`src/rtl/tbik_isqrt.sv`:
```
// pipelined restoring square root, one root bit per stage
module tbik_isqrt #(
    parameter int N = 66
) (
    input  logic             clk,
    input  logic [N-1:0]     rad,
    output logic [N/2-1:0]   root
);

    localparam int RN = N / 2;
    localparam int RW = RN + 2;

    logic [N-1:0]  rad_reg  [0:RN];
    logic [RW-1:0] rem_reg  [0:RN];
    logic [RN-1:0] root_reg [0:RN];

    always_comb
    begin
        rad_reg[0]  = rad;
        rem_reg[0]  = '0;
        root_reg[0] = '0;
    end

    for (genvar k = 0; k < RN; k++) begin : g_step
        logic [RW-1:0] rem_next;
        logic [RW-1:0] trial;
        always_comb
        begin
            rem_next = {rem_reg[k][RW-3:0], rad_reg[k][N-1:N-2]};
            trial    = {root_reg[k], 2'b01};
        end
        always_ff @(posedge clk)
        begin
            rad_reg[k+1] <= {rad_reg[k][N-3:0], 2'b00};
            if (rem_next >= trial)
            begin
                rem_reg[k+1]  <= rem_next - trial;
                root_reg[k+1] <= {root_reg[k][RN-2:0], 1'b1};
            end
            else
            begin
                rem_reg[k+1]  <= rem_next;
                root_reg[k+1] <= {root_reg[k][RN-2:0], 1'b0};
            end
        end
    end

    assign root = root_reg[RN];

endmodule

```
`config.mk`:
```
export PLATFORM = sky130hd
export DESIGN_NAME = tbik_isqrt
export DESIGN_NICKNAME = d
export VERILOG_FILES = /design/src/rtl/tbik_isqrt.sv
export SDC_FILE = /design/constraint.sdc
export NUM_CORES = 2
export LEC_CHECK = 0
export BUFFER_PORTS_ARGS = -buffer_cell sky130_fd_sc_hd__buf_2
export CAP_MARGIN = 20
export CELL_PAD_IN_SITES_DETAIL_PLACEMENT = 1
export CELL_PAD_IN_SITES_GLOBAL_PLACEMENT = 1
export CORE_ASPECT_RATIO = 1.4
export CORE_MARGIN = 5
export CORE_UTILIZATION = 35
export DETAILED_ROUTE_END_ITERATION = 8
export PLACE_DENSITY = 0.55
export SYNTH_ARGS = -nofsm -noshare
export SYNTH_HDL_FRONTEND = slang
export SYNTH_SLANG_ARGS = --single-unit
```
`constraint.sdc`:
```
create_clock -name clk -period 4.1 [get_ports clk]
set_clock_uncertainty 0.15 [all_clocks]
set_input_delay 1.025 -clock clk [delete_from_list [all_inputs] [get_ports clk]]
set_output_delay 1.025 -clock clk [all_outputs]
set_load 0.01 [all_outputs]
```
==> impl_metrics.json <==
{
  "critPathRequiredTime_ns": 4.70,
  "cts_sinks": 2611,
  "numCtsBuffers": 279,
  "grt_util_met2_pct": 35.2,
  "synth_nets": 10100,
  "peakVddDrop_mv": 0.388,
  "placed_area_mm2": 0.101,
  "vias": 66000,
  "grt_pass1_vias": 71400,
  "cts_root_buffer": "clkbuf_16",
  "synth_edf_count": 0,
  "start_util_pct": 35.1,
  "hp-class": "input port to register",
  "synth_cell_types": 84,
  "post_drt_via_cell_ratio": 4.89,
  "drc_errors": 0,
  "design_area_mm2": 0.110,
  "first_iter_violations": 2383,
  "critPathArrivalTime_ns": 4.49,
  "post_drt_wl_per_cell_um": 18.5,
  "setup_violations": 0,
  "final_cells": 13500,
  "place_congestion": 0.882,
  "area_growth_pct": 15.2,
  "synthFlopType": "dfxtp_1",
  "outcome": "completed",
  "dr.pass1.iters": 5,
  "ant_nets": 0,
  "postCtsHoldBufs": 0,
  "wl_mm": 250,
  "grtUsageMet3_pct": 2.37,
  "maxSlewHeadroom_pct": 31.5,
  "leakage_uw": 0.0515,
  "final.fill_count": 30200,
  "rsz0062_at_grt": "false",
  "period_share_pct": 94.9,
  "dp.cells": 13000,
  "p_per_area_mw_per_mm2": 649,
  "cts_tree": "yes",
  "fin_crit_ns": 3.89,
  "grt_max_degree": 46,
  "grt_pass1_wl_mm": 393,
  "cp_max_fo": 4,
  "most-common-layout-cells": "dfxtp_1 (2610), inv_1 (743), nand2_1 (680)",
  "crit_type": "register to register",
  "die_w_um": 452,
  "die-height_um": 629,
  "htreeDepth": 5,
  "core-area_mm2": 0.273,
  "ioPinCount": 100,
  "finalHoldViolCount": 0,
  "clkLatencyLatePin_ns": 0.86,
  "largest_reg_flops": 1058,
  "fmax_ghz": 0.257,
  "core.rowCount": 227,
  "cts_max_path_buffers": 4,
  "drive_gt1_share_pct": 8.24,
  "async_flop_share_pct": 0,
  "io_buffers": 99,
  "cts_setup_buffers": 0,
  "ys_seq_elements": 2611,
  "grt-busiest-layer": "met2",
  "grt_overflow_total": 0,
  "dieArea_mm2": 0.284,
  "synth_cells": 9449,
  "endpoint_kind": "register",
  "worst_pin_slew_ns": 1.01,
  "antenna_found_initial": 5,
  "ys_seq_area_share_pct": 54.6,
  "nets": 10400,
  "maxCapViolations": 0,
  "slew_viol_final": 0,
  "use_met1_pct": 16.7,
  "yosysWarnings": 0,
  "synth_area_per_cell_um2": 10.1,
  "hpwlAfterDp_mm": 198,
  "final_common_cell": "dfxtp_1",
  "startpoint_type": "register",
  "grtUsageTotal_pct": 17.3,
  "clk_pin_slew_worst_paths_ns": 0.06,
  "syn-cell-area_mm2": 0.0956
}
final timing paths:
path	endpoint	startpoint	depth (start not counted)	slack (ns)
max	g_step[21].rem_next[31]	g_step[20].trial[3]	13	0.21
min reg2reg	rad_reg[1478]	rad_reg[1542]	0	0.15
min	rad_reg[2116]	rad[2]	1	0.14
max reg2reg	g_step[21].rem_next[31]	g_step[20].trial[3]	13	0.21
Yosys cell counts, types with 21 or more instances:
library cell | instances | share of area, %
dfxtp_1 | 2611 | 55
inv_1 | 743 | 2.9
nand2_1 | 680 | 2.7
ha_1 | 598 | 7.8
a21oi_1 | 596 | 3.1
nor2_1 | 585 | 2.3
o21ai_0 | 511 | 2.7
xnor2_1 | 423 | 3.9
xor2_1 | 397 | 3.6
a21o_1 | 259 | 2.0
nor3_1 | 222 | 1.2
clkbuf_1 | 154 | 0.60
nand3_1 | 148 | 0.77
o21a_1 | 123 | 0.97
nor4_1 | 107 | 0.70
nand2b_1 | 103 | 0.67
nand4_1 | 99 | 0.65
or3_1 | 96 | 0.63
mux2_2 | 86 | 1.0
nor2b_1 | 77 | 0.50
a31oi_1 | 55 | 0.36
and3_1 | 54 | 0.35
a211oi_1 | 51 | 0.40
o31ai_1 | 49 | 0.38
or4_1 | 49 | 0.38
or2_2 | 43 | 0.28
o21bai_1 | 41 | 0.32
and2_1 | 37 | 0.24
o211ai_1 | 36 | 0.28
a21boi_0 | 32 | 0.25
a2111oi_0 | 23 | 0.21
buf_1 | 21 | 0.082
metrics by stage:
stage	worst slack [ns]	power (uW)	hold slack, ns	utilization, %	TNS, ns
3_5_place_dp	-0.00830	47000	0.163	37.0	-0.0106
2_1_floorplan	0.729	41900	0.160	-	0
6_report	0.210	71500	0.136	40.4	0
5_1_grt	0.00648	75700	0.0736	40.4	0
4_1_cts	0.0853	72900	0.0503	40.4	0
3_3_place_gp	0.0266	46700	0.160	37.0	0
kinds of logic after synthesis:
family	synth area share, %
other	0.00392
DFF	54.6
xor gates and xnor gates	7.51
muxes	1.18
AOI/OAI and AO/OA	12.9
buffers and inverters	3.63
and+or+nand+nor	12.3
adders and majority gates	7.82
metal layers:
metal  wire [um]  vias up  share of wire (%)
met1       89900    31700                 36
met4       13400        0                5.3
met2      140000      801                 56
met3        6650      541                2.7
li1            -    32900                  -
met5           0        -                  0
worst max-delay path, stage by stage (launching register included):
cell and delay (ns):
dfxtp_1 0.53, inv_1 0.08, ha_1 0.34, o21ai_0 0.28, a22oi_2 0.18, a31oi_1 0.29, o21ai_0 0.13, buf_4 0.17
a31oi_1 0.48, o311ai_0 0.22, buf_4 0.18, or3_1 0.37, nor3_1 0.20, xor2_1 0.21
power by group:
group	leakage [uW]	switching (uW)	internal [uW]	total [uW]
Clock	0.00460	10100	15200	25400
Combinational	0.0250	7200	5560	12800
Sequential	0.0219	3670	29700	33400
what timing repair did:
item	4_1_cts	5_1_grt
endpoints found under the setup margin	6	1
gates resized for setup	1	2
endpoints found under the hold margin	0	0
pin swaps	0	0
area by class of cell:
cell class | count | area, um^2 | area share [%]
Multi-Input combinational cell | 5914 | 40000 | 36.3
Clock buffer | 386 | 8080 | 7.34
Antenna cell | 2 | 5.00 | 0.00454
Clock inverter | 109 | 1270 | 1.16
Tap cell | 3549 | 4440 | 4.03
Inverter | 746 | 2800 | 2.54
Sequential cell | 2611 | 52300 | 47.4
Timing Repair Buffer | 190 | 1290 | 1.17
(Power assumes the default switching activity.)
